--- config.mk ---
export PLATFORM = sky130hd
export DESIGN_NAME = ic_cell
export DESIGN_NICKNAME = d
export VERILOG_FILES = /design/src/design/ic_pkg.sv /design/src/design/ic_cell.sv
export SDC_FILE = /design/constraint.sdc
export NUM_CORES = 1
export LEC_CHECK = 0
export BUFFER_PORTS_ARGS = -buffer_cell sky130_fd_sc_hd__buf_2
export CORE_UTILIZATION = 40
export CTS_CLUSTER_SIZE = 24
export DETAILED_ROUTE_END_ITERATION = 16
export SKIP_CTS_REPAIR_TIMING = 1
export SYNTH_ARGS = -nofsm -noshare
export SYNTH_HDL_FRONTEND = slang
export SYNTH_SLANG_ARGS = --single-unit
--- constraint.sdc ---
create_clock -name i_clk -period 6 [get_ports i_clk]
set_input_delay 0.6 -clock i_clk [delete_from_list [all_inputs] [get_ports i_clk]]
set_output_delay 0.6 -clock i_clk [all_outputs]
set_load 0.005 [all_outputs]
--- src/design/ic_pkg.sv ---
// Shared types and constants for the inversion counter.
package ic_pkg;

    localparam int VALUE_W = 32;
    localparam int INV_W   = 11;
    localparam logic [INV_W-1:0] TOTAL_MAX = {INV_W{1'b1}};

    // Control and data of one element walking down the cell row.
    typedef struct packed {
        logic                      vld;   // beat present in this stage
        logic                      last;  // closes the sequence
        logic                      act;   // within capacity: compare and store
        logic                      ovf;   // a drop was seen in this sequence
        logic signed [VALUE_W-1:0] value;
    } t_tok;

endpackage

--- src/design/ic_cell.sv ---
// One cell of the row: holds one stored element and counts greater ones.
module ic_cell #(
    parameter int IDX_W    = 6,
    parameter int CNT_W    = 6,
    parameter int CELL_IDX = 0
) (
    input  logic              i_clk,
    input  logic              i_rst_n,
    input  logic              i_adv,
    input  ic_pkg::t_tok      i_tok,
    input  logic [IDX_W-1:0]  i_idx,
    input  logic [CNT_W-1:0]  i_cnt,
    output ic_pkg::t_tok      o_tok,
    output logic [IDX_W-1:0]  o_idx,
    output logic [CNT_W-1:0]  o_cnt
);
    import ic_pkg::*;

    localparam logic [IDX_W-1:0] MY_IDX = IDX_W'(CELL_IDX);

    logic signed [VALUE_W-1:0] r_stored;
    t_tok                      r_tok;
    logic [IDX_W-1:0]          r_idx;
    logic [CNT_W-1:0]          r_cnt;
    logic                      hit;
    logic                      wr;

    // Only entries below the element's own slot belong to earlier elements.
    assign hit = i_tok.vld && i_tok.act && (i_idx > MY_IDX) && (r_stored > i_tok.value);
    assign wr  = i_tok.vld && i_tok.act && (i_idx == MY_IDX);

    always_ff @(posedge i_clk) begin
        if (!i_rst_n) begin
            r_tok <= '0;
        end else if (i_adv) begin
            r_tok <= i_tok;
        end
    end

    always_ff @(posedge i_clk) begin
        if (i_adv) begin
            r_idx <= i_idx;
            r_cnt <= i_cnt + CNT_W'(hit);
            if (wr) begin
                r_stored <= i_tok.value;
            end
        end
    end

    assign o_tok = r_tok;
    assign o_idx = r_idx;
    assign o_cnt = r_cnt;

endmodule

==> run_results.csv, run 1 <==
group,metric,value,unit
outcome,status,"completed",
finish,stdcell_area,4410,sq um
place,io_buffers,98,
clocking,clockRootBuffer,"clkbuf_8",
floorplan,die_w,96.8,um
floorplan,top_level_ports,99,
yosys,synth_compound_area_share,5.23,%
global_route,grt_overflow,0,
place,dp_cells,488,
power_and_ir_drop,leakagePower,2.06,nW
routing,wl,6540,um
critical_path,worstSetupEndpointType,"flip-flop",
yosys,synth_top_flop_cell,"edfxtp_1",
global_route,grt_max_degree,50,
critical_path,critical_path_required,6.11,ns
yosys,synth_area_per_cell,12.5,sq um
finish,n_antenna_cell,0,
sta,slew_violations,0,
clocking,path_clk_slew,0.08,ns
critical_path,endpoint,"o_cnt[5]",
routing,wl_per_cell,13.0,um
yosys,yosysTopAreaCellShare,36.8,%
clocking,clock_latency,0.35,ns
finish,final_cells,504,
place,gp_congestion,0.705,
routing,vias,2390,
clocking,clk_path_buf_depth,2,
yosys,synthAdderAreaFrac,11.8,%
critical_path,ff2ff_setup_slack,3.30,ns
yosys,synthArstFlopShare,0,%
place,post-place-ws,2.87,ns
critical_path,cp_max_fo,3,
power_and_ir_drop,powerDensity,253,nW/um^2
floorplan,num_rows,34,
clocking,tritoncts,"done",
critical_path,startpoint,"i_tok[14]",
global_route,antenna_found_initial,0,
routing,vias_per_cell,4.74,
yosys,syn_nets,372,
sta,max_freq,0.369,GHz
floorplan,initial_core_util,41.2,%
place,dp_hpwl,4690,um
critical_path,reg2reg_from,"r_stored[14]",
clocking,h-tree-depth,3,
finish,area_delta_synth_final,22.7,%
routing,first_pass_iters,4,
routing,drc,0,
finish,nFillCells,818,
place,placed_area,4210,sq um
hold_path,min_path_type,"input pin to flip-flop",
floorplan,dieArea,9360,sq um
sta,hold_violations,0,
critical_path,critical_path_arrival,2.81,ns
yosys,synth_area_leaders,"edfxtp_1, dfxtp_1, ha_1, mux2i_1, nor2b_1",
yosys,yosys.cell_count.top_type,"edfxtp_1",
global_route,grt_usage,14.7,%
sta,rsz0062_at_grt,"no",
yosys,synth_edf_count,44,
routing,ant_nets,0,
finish,final_nets,476,
sta,worstMarginPinSlew,0.769,ns
power_and_ir_drop,peakVddDrop,198,uV
yosys,synth_seq_cells,80,
critical_path,rr_worst_depth,11,
floorplan,die_y,96.8,um
yosys,synth_xor_area_share,0.976,%
floorplan,core_area,8720,sq um
yosys,synth_top_family_by_area,"adder cells",
yosys,syn-instance-count,287,
clocking,numClockSinks,80,
global_route,grt_pass1_wl,11000,um
sta,final.setup.tns,0,ns
sta,final.min_clock_period,2.71,ns
critical_path,critPathKind,"input pin to flip-flop",
yosys,yosysWarningCount,0,
routing,drt_iter0_drc,79,
sta,setup_viol,0,
yosys,synth.area.mux_share,10.0,%
finish,drive_above_1_share,29.8,%
critical_path,cp-start-kind,"input pin",
global_route,first_global_vias,2311,
sta,max-slew-margin-rel,48.8,%
sta,clock_skew,0.00627,ns
yosys,synth.largest_area_cell,"edfxtp_1",
job,maxCapViolCount,0,
yosys,yosys-top-cells-count,"edfxtp_1, nor2b_1, dfxtp_1, mux2i_1, ha_1",
clocking,cts_inserted_buffers,9,
yosys,synth_simple_gate_area_share,10.7,%
sta,period_share,45.1,%
critical_path,regToRegEndpoint,"o_cnt[4]",
yosys,yosysSeqAreaShare,56.9,%
sta,fin_ws,3.29,ns
yosys,ys_types,32,
yosys,syn_area,3590,sq um
## state kept, by name, indices dropped and copies added, names as in the netlist
signal and flops:
o_cnt 6, o_idx 6, o_tok 36, r_stored 32
## through the flow
step,hold WS (ns),util (%),power [mW]
after floorplan,0.507,-,0.677
after global routing,0.412,50.5,1.17
after detailed placement,0.498,48.2,0.734
after CTS,0.419,50.5,1.14
after global placement,0.491,48.2,0.731
final,0.440,50.5,1.12
## worst max-delay path, cell delays in order
cell and delay (ns):
buf_2 0.10, inv_1 0.05, ha_1 0.31, a21oi_1 0.16, nand2_1 0.07, a221o_1 0.36
o31ai_2 0.28, a21oi_1 0.09, and3b_1 0.23, ha_1 0.16, and3_1 0.18, nand3_1 0.10
xnor2_1 0.13
## cell type report
class | count | area (sq um) | area share, %
repair buffers | 100 | 505 | 11.5
well taps | 108 | 135 | 3.07
clock inverters | 4 | 53.8 | 1.22
inverters | 33 | 124 | 2.81
clock buffers | 12 | 145 | 3.29
flip-flops and latches | 80 | 2040 | 46.4
multi-input cells | 167 | 1400 | 31.8
## report_power, final
group / internal, mW / switching [mW] / total, mW / leakage, nW
clock network: 0.205 / 0.192 / 0.397 / 0.0928
logic: 0.0565 / 0.0570 / 0.114 / 1.27
registers: 0.598 / 0.00785 / 0.606 / 0.702
## routing by layer
metal	wire length [um]	vias to the layer above	track usage [%]
met2	2980	66	22.4
li1	-	1222	-
met4	101	0	5.51
met1	3120	1093	19.7
met5	0	-	0
met3	338	9	4.62
## cells in the final DEF (no fill, tap or decap), types with 3 or more instances in the layout
cell and count:
edfxtp_1 44, inv_1 33, clkbuf_8 10, nand3_1 6, a21oi_1 14, nor2b_1 37
o21a_1 3, nand2_1 6, ha_1 34, mux2i_1 36, buf_2 98, dfxtp_1 36
nand4_1 6
## cells by family (layout without fill, tap and decap cells)
group	Yosys count	count (layout)
muxes	36	36
and+or+nand+nor	64	64
adders and majority gates	34	34
xor gates and xnor gates	4	4
DFF	80	80
buffers and inverters	40	149
AOI/OAI and AO/OA	29	29
## worst min-delay path by stage
| stage | start | endpoint | slack [ns] | depth (start not counted) |
|---|---|---|---|---|
| final | i_idx[2] | o_idx[2] | 0.44 | 1 |
| after global routing | i_idx[3] | o_idx[3] | 0.41 | 1 |
| after CTS | i_idx[3] | o_idx[3] | 0.42 | 1 |
| after detailed placement | o_tok[25] | o_tok[25] | 0.50 | 2 |
| after global placement | o_tok[30] | o_tok[30] | 0.49 | 2 |
| after floorplan | o_tok[0] | o_tok[0] | 0.51 | 2 |
(Power assumes the default switching activity.)
==> inputs of run 2 (changes only) <==
clock period = 2.85 ns   (was 6 ns; I/O delays follow)
==> run 2 against run 1 <==
Net effect: count of clock-buffer cells in the layout fell by 1; sequential share of layout area shrank 0.079 points; routed wire length is 1.6% higher; largest cell class unchanged; core utilization increased by 0.086 points.
==> run_results.csv, run 2 (synthesized netlist as in run 1, its figures left out) <==
group,metric,value,unit
outcome,status,"completed",
sta,max-slew-margin-rel,48.3,%
sta,final.setup.tns,0,ns
critical_path,critPathKind,"flip-flop to flip-flop",
sta,final.min_clock_period,2.66,ns
finish,drive_above_1_share,30.7,%
clocking,cts_inserted_buffers,9,
clocking,clock_latency,0.34,ns
clocking,path_clk_slew,0.08,ns
clocking,numClockSinks,80,
routing,vias,2427,
routing,drt_iter0_drc,48,
floorplan,die_w,96.8,um
power_and_ir_drop,powerDensity,507,nW/um^2
finish,n_antenna_cell,0,
critical_path,critical_path_arrival,2.75,ns
sta,rsz0062_at_grt,"no",
global_route,grt_usage,14.7,%
place,gp_congestion,0.709,
global_route,use_met3,3.61,%
critical_path,crit_family,"compound AO/OA/AOI/OAI gates",
sta,clock_skew,0.00716,ns
finish,seq_area,2040,sq um
global_route,antenna_found_initial,0,
global_route,grt_use_met2,23.5,%
critical_path,cp_max_fo,2,
hold_path,min_path_type,"input pin to flip-flop",
finish,largest_reg_flops,36,
routing,first_pass_iters,4,
critical_path,cp_slowest_cell,"edfxtp_1",
finish,stdcell_area,4410,sq um
job,maxCapViolCount,0,
place,io_buffers,98,
routing,wl,6650,um
finish,multi_input_area,1430,sq um
floorplan,die_y,96.8,um
sta,worstMarginPinSlew,0.776,ns
routing,drc,0,
global_route,grt_pass1_wl,10900,um
clocking,h-tree-depth,3,
power_and_ir_drop,peakVddDrop,264,uV
global_route,first_global_vias,2404,
sta,period_share,93.3,%
finish,mostFrequentLayoutCells,"buf_2, edfxtp_1, nor2b_1, mux2i_1, dfxtp_1",
finish,nFillCells,820,
finish,area_delta_synth_final,22.9,%
clocking,clockRootBuffer,"clkbuf_8",
critical_path,cpPeakStageDelay,0.39,ns
critical_path,critical_path_required,2.94,ns
floorplan,initial_core_util,41.2,%
critical_path,worstSetupEndpointType,"flip-flop",
floorplan,core_area,8720,sq um
global_route,busiest_layer,"met2",
finish,final_nets,478,
floorplan,top_level_ports,99,
power_and_ir_drop,leakagePower,2.07,nW
routing,wl_per_cell,13.1,um
sta,slew_violations,0,
finish,final_common_cell,"buf_2",
sta,max_freq,0.376,GHz
critical_path,path_buf_inv,0,
sta,hold_violations,0,
place,dp_hpwl,4750,um
clocking,tritoncts,"done",
place,placed_area,4220,sq um
global_route,met1_usage,18.6,%
global_route,grt_max_degree,49,
routing,ant_nets,0,
sta,setup_viol,0,
routing,vias_per_cell,4.80,
floorplan,dieArea,9360,sq um
critical_path,cp_cell_sequence,"ha_1 > a21oi_1 > o21ai_0 > a221o_1 > o31ai_2 > a21oi_1 > and3b_1 > ha_1 > ha_1 > nand3_1 > xnor2_1",
clocking,clk_path_buf_depth,2,
global_route,grt_overflow,0,
floorplan,num_rows,34,
critical_path,cp-start-kind,"flip-flop",
critical_path,path_common_cell,"ha_1",
## run 2: changes by cell type in the layout (fill, tap and decap cells not counted), sizes merged
cell    delta
buf        +2
clkinv     +2
bufinv     -1
clkbuf     -1
## run 2: layout make-up
class / count / area share, %
multi-input cells: 167 / 32.3
repair buffers: 102 / 11.8
inverters: 33 / 2.81
clock inverters: 5 / 0.766
flip-flops and latches: 80 / 46.3
clock buffers: 11 / 2.98
well taps: 108 / 3.06
## run 2: report_power, final
group	switching, mW	internal (mW)	total, mW
Combinational	0.122	0.121	0.243
Sequential	0.0163	1.26	1.28
Clock	0.402	0.315	0.717
Total	0.540	1.70	2.24
## run 2: worst paths after layout
| path | start | endpoint | slack (ns) | cells past startpoint |
|---|---|---|---|---|
| setup / recovery | r_stored[5] | o_cnt[4] | 0.19 | 11 |
| hold / removal | i_idx[3] | o_idx[3] | 0.14 | 1 |
| setup reg to reg | r_stored[5] | o_cnt[4] | 0.19 | 11 |
| hold reg to reg | o_tok[29] | o_tok[29] | 0.52 | 2 |
## run 2: metal layers
metal	share of wire, %	wire length, um
met1	47	3150
met2	46	3080
met3	4.6	309
met4	1.6	109
met5	0	0
## run 2: metrics by stage
stage | total power, mW | worst slack [ns] | utilization, % | instances | hold slack (ns)
5_1_grt | 2.35 | 0.00770 | 50.6 | 506 | 0.123
3_5_place_dp | 1.55 | 0.0633 | 48.4 | 489 | 0.481
6_report | 2.24 | 0.192 | 50.6 | 506 | 0.137
2_1_floorplan | 1.43 | 0.348 | - | 287 | 0.384
3_3_place_gp | 1.54 | 0.0884 | 48.4 | 489 | 0.478
4_1_cts | 2.27 | 0.122 | 50.3 | 505 | 0.116
==> inputs of run 3 (changes only) <==
REMOVE_ABC_BUFFERS = 1   (was not set)
==> run 3 against run 2 <==
Net effect: highest routed layer unchanged; critical path type unchanged; critical endpoint is now o_cnt[5]; setup slack improved by 0.0019 ns; combinational power decreased by 2%; count of clock-buffer cells in the layout decreased by 1; largest cell class unchanged; via count decreased by 0.91%; sequential power about the same.
==> run_results.csv, run 3 (synthesized netlist as in run 1, its figures left out) <==
group,metric,value,unit
outcome,status,"completed",
sta,period_share,93.2,%
critical_path,cp_max_fo,3,
power_and_ir_drop,peakVddDrop,257,uV
global_route,busiest_layer,"met2",
sta,max_freq,0.376,GHz
finish,largest_reg_flops,36,
global_route,grt_usage,15.0,%
sta,final.setup.tns,0,ns
power_and_ir_drop,power.total,2.31,mW
sta,final.min_clock_period,2.66,ns
floorplan,dieArea,9360,sq um
clocking,h-tree-depth,3,
floorplan,num_rows,34,
clocking,clockRootBuffer,"clkbuf_8",
critical_path,cp_cell_sequence,"ha_1 > a21oi_1 > nand2_1 > a221o_1 > o31ai_2 > a21oi_1 > and3b_1 > ha_1 > and3_1 > nand3_1 > xnor2_1",
global_route,grt_use_met2,22.9,%
critical_path,cpPeakStageDelay,0.37,ns
sta,slew_violations,0,
finish,final_cells,506,
routing,drt_iter0_drc,40,
finish,drive_above_1_share,30.7,%
routing,wl_per_cell,13.2,um
job,maxCapViolCount,0,
floorplan,top_level_ports,99,
clocking,cts_inserted_buffers,9,
finish,final_nets,478,
place,dp_hpwl,4850,um
power_and_ir_drop,leakagePower,2.07,nW
sta,rsz0062_at_grt,"no",
routing,vias_per_cell,4.75,
floorplan,die_y,96.8,um
critical_path,cp_slowest_cell,"edfxtp_1",
critical_path,cp-start-kind,"flip-flop",
place,dp_cells,490,
critical_path,critical_path_arrival,2.76,ns
finish,area_delta_synth_final,22.9,%
place,io_buffers,98,
critical_path,path_buf_inv,0,
global_route,grt_pass1_wl,11200,um
clocking,numClockSinks,80,
critical_path,critical_path_required,2.95,ns
routing,first_pass_iters,4,
clocking,clock_latency,0.35,ns
global_route,met1_usage,20.4,%
finish,n_antenna_cell,0,
sta,max-slew-margin-rel,64.5,%
global_route,first_global_vias,2379,
routing,drc,0,
floorplan,die_w,96.8,um
sta,clock_skew,0.00521,ns
place,gp_congestion,0.722,
global_route,antenna_found_initial,0,
critical_path,crit_family,"compound AO/OA/AOI/OAI gates",
global_route,grt_overflow,0,
sta,hold_violations,0,
global_route,grt_max_degree,37,
sta,setup_viol,0,
hold_path,min_path_type,"input pin to flip-flop",
global_route,use_met3,3.61,%
routing,wl,6680,um
critical_path,worstSetupEndpointType,"flip-flop",
floorplan,core_area,8720,sq um
floorplan,initial_core_util,41.2,%
clocking,path_clk_slew,0.09,ns
finish,final_common_cell,"buf_2",
routing,vias,2405,
routing,ant_nets,0,
clocking,tritoncts,"done",
power_and_ir_drop,powerDensity,523,nW/um^2
finish,mostFrequentLayoutCells,"buf_2, edfxtp_1, nor2b_1, mux2i_1, dfxtp_1",
critical_path,critPathKind,"flip-flop to flip-flop",
sta,worstMarginPinSlew,0.525,ns
clocking,clk_path_buf_depth,2,
## run 3: cell types whose count changed in the layout (fill, tap and decap cells not counted), sizes merged
cell | previous run | this run
clkinvlp | 2 | 3
clkbuf | 11 | 10
inv | 33 | 34
clkinv | 3 | 2
## run 3: worst paths after layout
| path | end | slack [ns] | startpoint | cells after the start |
|---|---|---|---|---|
| max | o_cnt[5] | 0.19 | r_stored[14] | 11 |
| min | o_idx[3] | 0.12 | i_idx[3] | 1 |
| max reg2reg | o_cnt[5] | 0.19 | r_stored[14] | 11 |
| min reg2reg | o_tok[0] | 0.52 | o_tok[0] | 2 |
## run 3: stage by stage
step | util (%) | instance area (sq um) | hold slack [ns] | worst slack [ns]
2_1_floorplan | - | 3560 | 0.384 | -1.60
3_3_place_gp | 48.4 | 4220 | 0.476 | 0.122
3_5_place_dp | 48.4 | 4220 | 0.476 | 0.0987
4_1_cts | 50.6 | 4410 | 0.100 | 0.171
5_1_grt | 50.6 | 4410 | 0.101 | 0.00160
6_report | 50.6 | 4410 | 0.118 | 0.194
## run 3: final cells by class
type	instances	area (sq um)
fill	833	4310
timing repair buffer	102	520
tap	108	135
multi-input combinational	167	1400
inverter	33	124
clock inverter	6	41.3
sequential	80	2040
clock buffer	10	149
## run 3: metal layers
metal	wire, um	part of all wire (%)
met3	279	4.2
met4	81	1.2
met2	2970	44
met1	3350	50
met5	0	0
## run 3: worst reg2reg max path, cell delays in order, from the launching register on
cell and delay [ns]:
edfxtp_1 0.37, ha_1 0.31, a21oi_1 0.15, nand2_1 0.07
a221o_1 0.36, o31ai_2 0.28, a21oi_1 0.09, and3b_1 0.22
ha_1 0.16, and3_1 0.18, nand3_1 0.10, xnor2_1 0.13
## run 3: where the power goes
group          switching, mW  leakage [nW]  internal (mW)
clock                  0.424        0.0898          0.369
combinational          0.119          1.28          0.119
sequential            0.0166         0.702           1.26
